### src/sv/irsm_pkg.sv
package irsm_pkg;
	localparam int unsigned RULES_DEF = 8;
	localparam int unsigned W = 32;
	localparam logic [1:0] MODE_REL = 2'd0;
	localparam logic [1:0] MODE_SGN = 2'd1;
	localparam logic [1:0] MODE_UNS = 2'd2;
	localparam logic [0:0] FUNC_QUERY = 1'b0;
	localparam logic [0:0] FUNC_WRITE = 1'b1;
	localparam logic [0:0] CFG_RULE_COUNT = 1'b0;
	localparam logic [0:0] CFG_COMPARE_MODE = 1'b1;
	localparam int unsigned F_INV = 0;
	localparam int unsigned F_SPAN = 1;
	localparam int unsigned F_LOW_END = 2;
	localparam int unsigned F_LOW_NONE = 3;
	localparam int unsigned F_HIGH_END = 4;
	localparam int unsigned F_HIGH_NONE = 5;
	localparam int unsigned ENTRY_W = 6 + 4 * W;

	typedef enum logic [2:0] {
		ST_IDLE,
		ST_READ,
		ST_EVAL,
		ST_MOD,
		ST_DONE
	} state_t;

	// bound evaluation result handed to the step unit
	typedef struct packed {
		logic       skip;
		logic       range_ok;
		logic       need_step;
		logic       inv;
	} eval_t;
endpackage

### src/sv/irsm_ram.sv
module irsm_ram #(
	parameter int unsigned WIDTH = 8,
	parameter int unsigned DEPTH = 8
) (
	input  logic                     clk,
	input  logic                     we,
	input  logic [$clog2(DEPTH)-1:0] waddr,
	input  logic [WIDTH-1:0]         wdata,
	input  logic [$clog2(DEPTH)-1:0] raddr,
	output logic [WIDTH-1:0]         rdata
);
	logic [WIDTH-1:0] mem [DEPTH];

	always_ff @(posedge clk) begin
		if (we) begin
			mem[waddr] <= wdata;
		end
		rdata <= mem[raddr];
	end
endmodule

### src/sv/irsm_mod.sv
// restoring unsigned remainder, one bit a cycle; flags zero remainder
module irsm_mod (
	input  logic                      clk,
	input  logic                      arst_n,
	input  logic                      start,
	input  logic [irsm_pkg::W-1:0]    dividend,
	input  logic [irsm_pkg::W-1:0]    divisor,
	output logic                      done,
	output logic                      zero
);
	localparam int unsigned CW = $clog2(irsm_pkg::W);

	logic [irsm_pkg::W-1:0] num_q, den_q, rem_q;
	logic [CW-1:0]          cnt_q;
	logic                   busy_q;
	logic [irsm_pkg::W:0]   trial;
	logic [irsm_pkg::W:0]   diff;

	assign trial = {rem_q, num_q[irsm_pkg::W-1]};
	assign diff  = trial - {1'b0, den_q};

	always_ff @(posedge clk or negedge arst_n) begin
		if (!arst_n) begin
			busy_q <= 1'b0;
			done   <= 1'b0;
			cnt_q  <= '0;
		end else begin
			done <= 1'b0;
			if (start) begin
				busy_q <= 1'b1;
				cnt_q  <= '0;
			end else if (busy_q) begin
				cnt_q <= cnt_q + 1'b1;
				if (cnt_q == CW'(irsm_pkg::W - 1)) begin
					busy_q <= 1'b0;
					done   <= 1'b1;
				end
			end
		end
	end

	always_ff @(posedge clk) begin
		if (start) begin
			num_q <= dividend;
			den_q <= divisor;
			rem_q <= '0;
		end else if (busy_q) begin
			num_q <= {num_q[irsm_pkg::W-2:0], 1'b0};
			rem_q <= diff[irsm_pkg::W] ? trial[irsm_pkg::W-1:0] : diff[irsm_pkg::W-1:0];
		end
	end

	assign zero = (rem_q == '0);
endmodule

### src/sv/irsm_eval.sv
// bound test of one rule
module irsm_eval (
	input  logic [5:0]              flags,
	input  logic [irsm_pkg::W-1:0]  lo,
	input  logic [irsm_pkg::W-1:0]  hi,
	input  logic [irsm_pkg::W-1:0]  step,
	input  logic [irsm_pkg::W-1:0]  m,
	input  logic [irsm_pkg::W-1:0]  last,
	input  logic [1:0]              mode,
	output irsm_pkg::eval_t         res
);
	logic [irsm_pkg::W-1:0] x, y;
	logic loinf, hiinf, skip, ge, le, single, span, inv;

	assign span = flags[irsm_pkg::F_SPAN];
	assign inv  = flags[irsm_pkg::F_INV];

	always_comb begin
		x = lo;
		y = hi;
		loinf = 1'b0;
		hiinf = 1'b0;
		skip = 1'b0;
		ge = 1'b0;
		le = 1'b0;
		case (mode)
			irsm_pkg::MODE_SGN: begin
				if (flags[irsm_pkg::F_LOW_NONE]) loinf = 1'b1;
				else if (flags[irsm_pkg::F_LOW_END]) begin
					if (lo == '0) loinf = 1'b1; else x = '0 - lo;
				end
				if (flags[irsm_pkg::F_HIGH_NONE]) hiinf = 1'b1;
				else if (flags[irsm_pkg::F_HIGH_END]) begin
					if (hi == '0) hiinf = 1'b1; else y = '0 - hi;
				end
				ge = $signed(m) >= $signed(x);
				le = $signed(m) <= $signed(y);
			end
			irsm_pkg::MODE_UNS: begin
				loinf = flags[irsm_pkg::F_LOW_END] | flags[irsm_pkg::F_LOW_NONE];
				hiinf = flags[irsm_pkg::F_HIGH_END] | flags[irsm_pkg::F_HIGH_NONE];
				ge = m >= x;
				le = m <= y;
			end
			default: begin
				if (flags[irsm_pkg::F_LOW_END]) begin
					if (lo == '0) loinf = 1'b1;
					else x = (last < lo) ? '0 : last - lo;
				end else if (flags[irsm_pkg::F_LOW_NONE]) loinf = 1'b1;
				if (flags[irsm_pkg::F_HIGH_NONE]) hiinf = 1'b1;
				else if (flags[irsm_pkg::F_HIGH_END]) begin
					if (last < hi && !inv) skip = 1'b1;
					if (hi == '0) hiinf = 1'b1; else y = last - hi;
				end
				ge = m >= x;
				le = m <= y;
			end
		endcase
		single = (m == x) && !loinf;
	end

	always_comb begin
		res.inv = inv;
		if (!span) begin
			res.skip = 1'b0;
			res.range_ok = single;
			res.need_step = 1'b0;
		end else begin
			res.skip = skip;
			res.range_ok = (loinf || ge) && (hiinf || le);
			res.need_step = (step > irsm_pkg::W'(1));
		end
	end
endmodule

### src/sv/index_range_set_matcher.sv
// Range-rule matcher.
// s_axis carries items: write items (func=1) load one rule into the rule
// RAM and give no result; query items (func=0) give one hit on m_axis.
// Rule count and compare mode are set through cfg_we/cfg_index/cfg_data;
// the user must set them only while the block is idle, which the block
// itself does not enforce. A write leaves the block idle; the next item
// can follow right behind it. A query walks the rules one at a time, each
// through a RAM read and a bound test, plus a bit-serial remainder for a
// span rule with step >= 2 that passes the bound test, stopping at the first
// hit. The query ends in the done state, which sets the output valid; an
// empty table goes there straight from the query transfer.
// The hit waits in an output register; the next item is taken the cycle
// after it is transferred. Stalling m_axis_tready holds the result and
// s_axis_tready low.
// Reset clears control, configuration and output registers; rule RAM content is undefined
// until written, so queries must only touch written rules.
module index_range_set_matcher #(
	parameter int unsigned RULES = irsm_pkg::RULES_DEF
) (
	input  logic         clk,
	input  logic         arst_n,
	input  logic         s_axis_tvalid,
	output logic         s_axis_tready,
	// [0] func [3:1] rule_slot [9:4] rule_bits [41:10] rule_low
	// [73:42] rule_high [105:74] rule_step [137:106] rule_offset
	// [169:138] probe_index [201:170] last_position, pad to 208
	input  logic [207:0] s_axis_tdata,
	output logic         m_axis_tvalid,
	input  logic         m_axis_tready,
	// [0] hit
	output logic [7:0]   m_axis_tdata,
	input  logic         cfg_we,
	input  logic         cfg_index,
	input  logic [3:0]   cfg_data
);
	localparam int unsigned AW = (RULES > 1) ? $clog2(RULES) : 1;
	localparam int unsigned W = irsm_pkg::W;
	localparam int unsigned EW = irsm_pkg::ENTRY_W;

	logic [3:0] rule_count_q;
	logic [1:0] mode_q;
	irsm_pkg::state_t state_q, state_d;
	logic [AW:0] k_q, k_d;
	logic [AW:0] n_lim;
	logic [W-1:0] m_q, last_q;
	logic hit_q, out_v_q;

	logic        func;
	logic [2:0]  slot;
	logic        we;
	logic [EW-1:0] wdata, rdata;
	logic [5:0]  r_flags;
	logic [W-1:0] r_lo, r_hi, r_step, r_off;
	irsm_pkg::eval_t ev, ev_s2;
	logic [W-1:0] step_s2, off_s2;
	logic mod_start, mod_done, mod_zero;
	logic accept, rule_true, last_rule;

	assign func = s_axis_tdata[0];
	assign slot = s_axis_tdata[3:1];
	assign accept = s_axis_tvalid && s_axis_tready;
	assign s_axis_tready = (state_q == irsm_pkg::ST_IDLE) && !out_v_q;
	assign we = accept && (func == irsm_pkg::FUNC_WRITE) && (32'(slot) < RULES);
	assign wdata = {s_axis_tdata[137:106], s_axis_tdata[105:74],
		s_axis_tdata[73:42], s_axis_tdata[41:10], s_axis_tdata[9:4]};
	assign {r_off, r_step, r_hi, r_lo, r_flags} = rdata;
	assign n_lim = (32'(rule_count_q) > RULES) ? (AW+1)'(RULES) : (AW+1)'(rule_count_q);

	// rule index of the next cycle; the RAM reads it so data is ready in ST_READ
	always_comb begin
		k_d = k_q;
		if (accept)
			k_d = '0;
		else if (state_d == irsm_pkg::ST_READ && state_q != irsm_pkg::ST_IDLE)
			k_d = k_q + 1'b1;
	end

	irsm_ram #(.WIDTH(EW), .DEPTH(RULES)) u_rules (
		.clk(clk), .we(we), .waddr(AW'(slot)), .wdata(wdata),
		.raddr(k_d[AW-1:0]), .rdata(rdata)
	);

	irsm_eval u_eval (
		.flags(r_flags), .lo(r_lo), .hi(r_hi), .step(r_step),
		.m(m_q), .last(last_q), .mode(mode_q), .res(ev)
	);

	irsm_mod u_mod (
		.clk(clk), .arst_n(arst_n), .start(mod_start),
		.dividend(m_q + off_s2), .divisor(step_s2),
		.done(mod_done), .zero(mod_zero)
	);

	assign mod_start = (state_q == irsm_pkg::ST_EVAL) && !ev_s2.skip &&
		ev_s2.range_ok && ev_s2.need_step;
	assign last_rule = (k_q + 1'b1) >= n_lim;

	always_comb begin
		rule_true = 1'b0;
		if (state_q == irsm_pkg::ST_EVAL && !ev_s2.skip && !mod_start)
			rule_true = ev_s2.range_ok ^ ev_s2.inv;
		else if (state_q == irsm_pkg::ST_MOD && mod_done)
			rule_true = mod_zero ^ ev_s2.inv;
	end

	always_comb begin
		state_d = state_q;
		case (state_q)
			irsm_pkg::ST_IDLE:
				if (accept && func == irsm_pkg::FUNC_QUERY)
					state_d = (n_lim == '0) ? irsm_pkg::ST_DONE : irsm_pkg::ST_READ;
			irsm_pkg::ST_READ: state_d = irsm_pkg::ST_EVAL;
			irsm_pkg::ST_EVAL:
				if (mod_start) state_d = irsm_pkg::ST_MOD;
				else if (rule_true || last_rule) state_d = irsm_pkg::ST_DONE;
				else state_d = irsm_pkg::ST_READ;
			irsm_pkg::ST_MOD:
				if (mod_done) begin
					if (rule_true || last_rule) state_d = irsm_pkg::ST_DONE;
					else state_d = irsm_pkg::ST_READ;
				end
			irsm_pkg::ST_DONE: state_d = irsm_pkg::ST_IDLE;
			default: state_d = irsm_pkg::ST_IDLE;
		endcase
	end

	always_ff @(posedge clk or negedge arst_n) begin
		if (!arst_n) begin
			state_q <= irsm_pkg::ST_IDLE;
			rule_count_q <= '0;
			mode_q <= irsm_pkg::MODE_REL;
			k_q <= '0;
			hit_q <= 1'b0;
			out_v_q <= 1'b0;
		end else begin
			state_q <= state_d;
			k_q <= k_d;
			if (cfg_we) begin
				if (cfg_index == irsm_pkg::CFG_RULE_COUNT) rule_count_q <= cfg_data;
				else mode_q <= (cfg_data[1:0] == 2'd3) ? irsm_pkg::MODE_REL : cfg_data[1:0];
			end
			if (accept)
				hit_q <= (n_lim == '0);
			else if (rule_true)
				hit_q <= 1'b1;
			if (state_q == irsm_pkg::ST_DONE) out_v_q <= 1'b1;
			else if (m_axis_tready) out_v_q <= 1'b0;
		end
	end

	always_ff @(posedge clk) begin
		if (accept) begin
			m_q <= s_axis_tdata[169:138];
			last_q <= s_axis_tdata[201:170];
		end
		// stage 2 captures the bound test of the rule just read
		if (state_q == irsm_pkg::ST_READ) begin
			ev_s2 <= ev;
			step_s2 <= r_step;
			off_s2 <= r_off;
		end
	end

	assign m_axis_tvalid = out_v_q;
	assign m_axis_tdata = {7'b0, hit_q};

`ifndef SYNTHESIS
	a_no_accept_busy: assert property (@(posedge clk) disable iff (!arst_n)
		(state_q != irsm_pkg::ST_IDLE) |-> !s_axis_tready)
		else $error("input taken while busy");
	a_out_hold: assert property (@(posedge clk) disable iff (!arst_n)
		(m_axis_tvalid && !m_axis_tready) |=> (m_axis_tvalid && $stable(hit_q)))
		else $error("result dropped");
	a_mod_in_mod: assert property (@(posedge clk) disable iff (!arst_n)
		mod_done |-> ($past(state_q) == irsm_pkg::ST_MOD))
		else $error("remainder done outside step test");
`endif
endmodule
### config.mk
export PLATFORM = sky130hd
export DESIGN_NAME = index_range_set_matcher
export DESIGN_NICKNAME = d
export VERILOG_FILES = /design/src/sv/irsm_pkg.sv /design/src/sv/irsm_ram.sv /design/src/sv/irsm_mod.sv /design/src/sv/irsm_eval.sv /design/src/sv/index_range_set_matcher.sv
export SDC_FILE = /design/constraint.sdc
export NUM_CORES = 2
export LEC_CHECK = 0
export BUFFER_PORTS_ARGS = -buffer_cell sky130_fd_sc_hd__buf_2
export CORE_ASPECT_RATIO = 0.9
export CORE_MARGIN = 2
export CORE_UTILIZATION = 62
export DETAILED_ROUTE_END_ITERATION = 8
export GPL_ROUTABILITY_DRIVEN = 0
export MAX_ROUTING_LAYER = met4
export PLACE_DENSITY = 0.8
export SYNTH_ARGS = -nofsm -noshare
export SYNTH_HDL_FRONTEND = slang
export SYNTH_SLANG_ARGS = --single-unit
### constraint.sdc
create_clock -name clk -period 17 [get_ports clk]
set_input_delay 1.7 -clock clk [delete_from_list [all_inputs] [get_ports clk]]
set_output_delay 1.7 -clock clk [all_outputs]
set_load 0.02 [all_outputs]
## Yosys cells after proc, flatten, opt, wreduce, memory -nomap -nowiden

Memories as Yosys holds them, arrays and structs flattened. A register that Yosys moved wholly into a read port is not among the register bits.
Index checks and enable logic that the tools add are counted.

| storage, ports and cells | value |
|---|---|
| register bits | 250 |
| memory bits (writable) | 1072 |
| bits of input ports | 218 |
| output and inout port bits | 10 |
| logic and storage cells | 154 |
| memories | 1 |

| cells by class | value |
|---|---|
| add/sub/neg operators | 8 |
| order comparisons | 11 |
| eq/ne operators | 10 |
| muxes and demuxes | 60 |
| bitwise logic cells | 8 |
| reductions and logical operators | 35 |

Memory list:

| name | words | width | read ports | clocked after memory_dff | write ports | RTL line | RTL |
|---|---|---|---|---|---|---|---|
| u_rules.mem | 8 | 134 | 1 | 1 | 1 | irsm_ram.sv:12 | `logic [WIDTH-1:0] mem [DEPTH];` |

Operator list:

| cell | number |
|---|---|
| $mux 32 | 19 |
| $ge 32x32->1 | 3 |
| $le 32x32->1 | 3 |
| $logic_not 32->1 | 3 |
| $lt 32x32->1 | 2 |
| $pmux 32 s2 | 1 |
| $sub 1x32->32 const A | 2 |
| $sub 32x32->32 | 2 |
| $sub 33x32->33 | 1 |
| $add 32x32->32 | 1 |
| $eq 32x32->1 | 1 |
| $gt 32x1->1 const B | 1 |
| $mux 1 | 24 |
| $mux 3 | 5 |
| $logic_and 1x1->1 | 13 |
| $mux 4 | 3 |
| $pmux 3 s4 | 1 |
| $mux 5 | 2 |
| $reduce_bool 2->1 | 4 |
| $eq 3x1->1 const B | 2 |
| $eq 3x2->1 const B | 2 |
| $pmux 1 s2 | 3 |
| $add 5x1->5 const B | 1 |
| $eq 5x5->1 const B | 1 |
| other kinds (18) | 32 |

## Longest topological paths before layout

| depth | value |
|---|---|
| depth in word-level cells | 15 |
| gate-level depth with buffers | 29 |

## Hierarchy

From an unflattened synthesis, not the netlist that was laid out.

| unflattened totals | value |
|---|---|
| cell total of the unflattened synthesis | 4361 |
| area, all modules | 67469.7 um^2 |

By module, submodules not included:

| module | instances | cells an instance | area an instance (um^2) | seq. area each (um^2) |
|---|---|---|---|---|
| irsm_ram | 1 | 1696 | 43230.2 | 34873.4 |
| irsm_eval | 1 | 1646 | 11803.8 | 0.0 |
| index_range_set_matcher | 1 | 452 | 6590.1 | 4339.2 |
| irsm_mod | 1 | 567 | 5845.6 | 2737.6 |

## Worst setup path after synthesis

Ideal clock, no wire load.

| timing | value |
|---|---|
| path kind | input to register |
| from | in s_axis_tdata[1] |
| to | mem u_rules.mem[2][0] in the netlist's numbering (enable) |
| setup time | 0.971 ns |
| arrival time | 14.685 ns |
| required time | 16.029 ns |
| path slack | 1.344 ns |
| stages on the path | 1 |
| path buffers | 0 |
| cell sequence | nor4_1 |

RTL lines:

| what | RTL line | RTL |
|---|---|---|
| start, declared | index_range_set_matcher.sv:27 | `input logic [207:0] s_axis_tdata,` |
| end, declared | irsm_ram.sv:12 |  |

No word-level cell before the write port.

==> metrics.txt <==
max-cap check violation count=0; root buffer cell=clkbuf_16; boundary pin count=228; fmax=143 MHz; Rows=113; worst-path fanout max=12; critical path data arrival time=7.45 ns; Switch Pwr=5.12 mW; Post-Syn Area=66400 um^2; Worst R2R Start=u_rules.rdata[16]; initial DRC count=6377; Reg clk slew, reported paths=0.06 ns; Routed WL per cell=24.6 um; htree depth=4; Worst Path Buf+Inv=2; clk sinks=1456; Bufs on Longest Clock Path=3; most used routing layer=met2; CP required=17.47 ns; RSZ-0062 raised after global routing=false; final setup fails=0; clock share of power=23.2%; Post-Synthesis Cells=5422; largest net degree at the start of global routing=134; internal power=8.22 mW; Avg Inst Size Synth=12.2 um^2; reg2reg path depth=20; Max rail drop VDD=118 uV; slowest stage delay, CP=0.78 ns; met3 GRT Util=8.96%; reg2reg end=ev_s2[2]; Post-route DRC=0; synth unique cells=82; asr flop ratio synth=1.51%; initial antenna violation count=51; final hold violations=0; count of final max-slew check failures=0; clk_skew=0.0441 ns; Die Wd=349 um; Area Growth Syn to Fin=11.0%; Overall Power=13.3 mW; Comb pwr share=39.4%; DR vias/cell=6.47; Congestion Overflow GR=0; layout cell share with drive strength beyond 1=9.48%; post-CTS sizing=0; All-Layer GR Usage=32.8%; Cell Chain, Critical Path=inv_1 > ha_1 > nand2_1 > a211oi_1 > nand4_1 > a21oi_1 > o21ai_0 > o21ai_1 > buf_4 > a22oi_1 > ha_1 > o21a_1 > o211ai_1 > nor2_1 > a2111oi_0 > o31ai_1 > a211oi_1 > o31ai_1 > o311ai_0 > o22ai_1; die area=110000 um^2; R2R setup slack=10.02 ns; minimum clock period=6.98 ns; drt total wl=176 mm; DR pass1 iterations=9; total CTS buffers=144; Yosys reg bits=1456; vias in the first global route=44200; Setup TNS Final=0 ns; Critical Path Sink=ev_s2[2]; status=complete, no violations; worst skew pair latency=0.80 ns; # Post-CTS Setup Buffers=0; met1 GRT Util=44.6%; switching share of power=38.4%; Crit Path Category=flip-flop to flip-flop; LEAKAGE=26.9 nW; worst min path class=flip-flop to flip-flop; CP Launch Type=flip-flop; first-pass GRT wire length=262 mm; via count=46300; Reg power frac=37.4%; register area share after synthesis=63.2%; input/output buffers=214; CTS tree=done; Worst path slowest cell=dfxtp_1; post-route ant nets=0; Die Y=314 um; Final Cycle Share=41.1%; P per Cell Area=181 nW/um^2; met2 Use GR=47.4%; hold_buf cts=0; core area=106000 um^2; nets@finish=6166; ys flop type=edfxtp_1; EDFF count, synth=1268; CP Launch Point=u_rules.rdata[16]; Least-Margin Pin Slew=1.47 ns; critical path's top delay family=compound AO/OA/AOI/OAI gates; Ys Warns=0; Final HPWL DP=109 mm; Critical Path Stages=20; Starting Density=62.7%; Slew HR=2.11%; crit path capture type=flip-flop
-- worst reg2reg max path: stages, from the launching register on --
cell	delay [ns]
dfxtp_1	0.78
inv_1	0.26
ha_1	0.45
nand2_1	0.13
a211oi_1	0.49
nand4_1	0.29
a21oi_1	0.47
o21ai_0	0.32
o21ai_1	0.54
buf_4	0.30
a22oi_1	0.14
ha_1	0.33
o21a_1	0.19
o211ai_1	0.21
nor2_1	0.08
a2111oi_0	0.53
o31ai_1	0.15
a211oi_1	0.34
o31ai_1	0.21
o311ai_0	0.25
o22ai_1	0.22
-- power groups by stage --
stage / clock network [mW] / registers (mW) / logic [mW]
3_5_place_dp: 0 / 5.01 / 5.09
5_1_grt: 3.27 / 4.99 / 5.79
2_1_floorplan: 0 / 4.73 / 3.87
6_report: 3.10 / 4.99 / 5.26
4_1_cts: 3.13 / 4.94 / 5.15
3_3_place_gp: 0 / 4.99 / 4.92
-- stage by stage --
| step | cell area [um^2] | instances | util (%) | hold slack [ns] | worst slack [ns] |
|---|---|---|---|---|---|
| 2_1_floorplan | 66400 | 5428 | - | 0.386 | 1.34 |
| 3_3_place_gp | 68900 | 6850 | 65.1 | 0.388 | 10.28 |
| 3_5_place_dp | 68900 | 6850 | 65.1 | 0.389 | 10.24 |
| 4_1_cts | 73600 | 7119 | 69.5 | 0.394 | 10.17 |
| 5_1_grt | 73700 | 7162 | 69.6 | 0.406 | 9.59 |
| 6_report | 73700 | 7165 | 69.6 | 0.400 | 10.02 |
-- Yosys cell counts (10+ instances only) --
cell,instances,area (um^2)
mux2i_1,175,1750
a32oi_1,134,1170
nand2b_1,43,269
o21ai_0,169,846
and3_1,150,938
or3_1,19,119
a221oi_1,14,123
a21o_1,108,811
o22ai_1,11,68.8
dfxtp_1,166,3320
xnor2_1,132,1160
o21a_1,33,248
edfxtp_1,1268,38100
a22oi_1,23,173
buf_1,25,93.8
ha_1,328,4100
dfrtp_1,22,551
inv_1,147,552
and2_1,18,113
xor2_1,49,429
nor3_1,52,260
o2111ai_1,10,87.6
and4_1,11,96.3
o211ai_1,20,150
nand2_1,989,3710
o31ai_1,25,188
o21bai_1,10,75.1
clkbuf_1,193,724
nand3_1,309,1550
nor2_1,170,638
a31oi_1,24,150
a211oi_1,33,248
nor4_1,37,231
nor2b_1,42,263
nand4_1,53,332
or2_2,11,68.8
a21oi_1,245,1230
-- how the worst min path moves through the flow --
stage | startpoint | to | slack, ns | depth (start not counted)
2_1_floorplan | u_rules.rdata[102] | off_s2[0] | 0.39 | 0
3_3_place_gp | u_rules.rdata[118] | off_s2[16] | 0.39 | 0
3_5_place_dp | u_rules.rdata[120] | off_s2[18] | 0.39 | 0
4_1_cts | step_s2[17] | u_mod.den_q[17] | 0.39 | 0
5_1_grt | u_rules.rdata[120] | off_s2[18] | 0.41 | 0
6_report | u_rules.rdata[110] | off_s2[8] | 0.40 | 0
-- logic make-up (layout without fill, tap and decap cells) --
family / after synthesis / count (layout) / share of synthesized area [%]
mux: 179 / 179 / 2.71
other cells: 1 / 53 / 0.00565
xor+xnor: 182 / 182 / 2.41
flops: 1456 / 1456 / 63.2
simple gates: 1929 / 1929 / 13.3
compound gates: 960 / 960 / 9.85
fa+ha+maj: 332 / 332 / 6.30
buf+inv: 383 / 694 / 2.23
-- cell type report --
type | count | area, um^2
flip-flops and latches | 1456 | 42000
clock buffers | 210 | 4000
inverters | 150 | 572
well taps | 1380 | 1730
diodes | 46 | 115
fillers | 6885 | 32200
repair buffers | 275 | 1590
multi-input cells | 3589 | 23100
clock inverters | 59 | 661
-- cells in the final DEF, fill, tap and decap left out, types with 134 or more instances in the layout --
master        n
edfxtp_1   1268
dfxtp_1     166
a21oi_1     245
ha_1        328
buf_2       214
nand3_1     308
and3_1      150
inv_1       146
nand2_1     989
nor2_1      163
clkbuf_16   144
mux2i_1     175
o21ai_0     169
a32oi_1     134
-- layer usage --
metal  vias up  share of wire, %
met4         0               3.4
met1     22500                40
li1      20700                 -
met3       428                13
met2      2718                44
met5         -                 0
-- flip-flops by register name (all words and copies together), names as in the netlist, 2 cells and up --
signal and cells:
u_rules.rdata 134, m_q 32, rule_count_q 4, u_mod.rem_q 32, last_q 32, step_s2 32, mode_q 2, u_mod.num_q 32
ev_s2 4, state_q 3, u_mod.den_q 32, off_s2 32, u_rules.mem 1072, u_mod.cnt_q 5, k_q 4
Power figures use the tool's default switching activity.
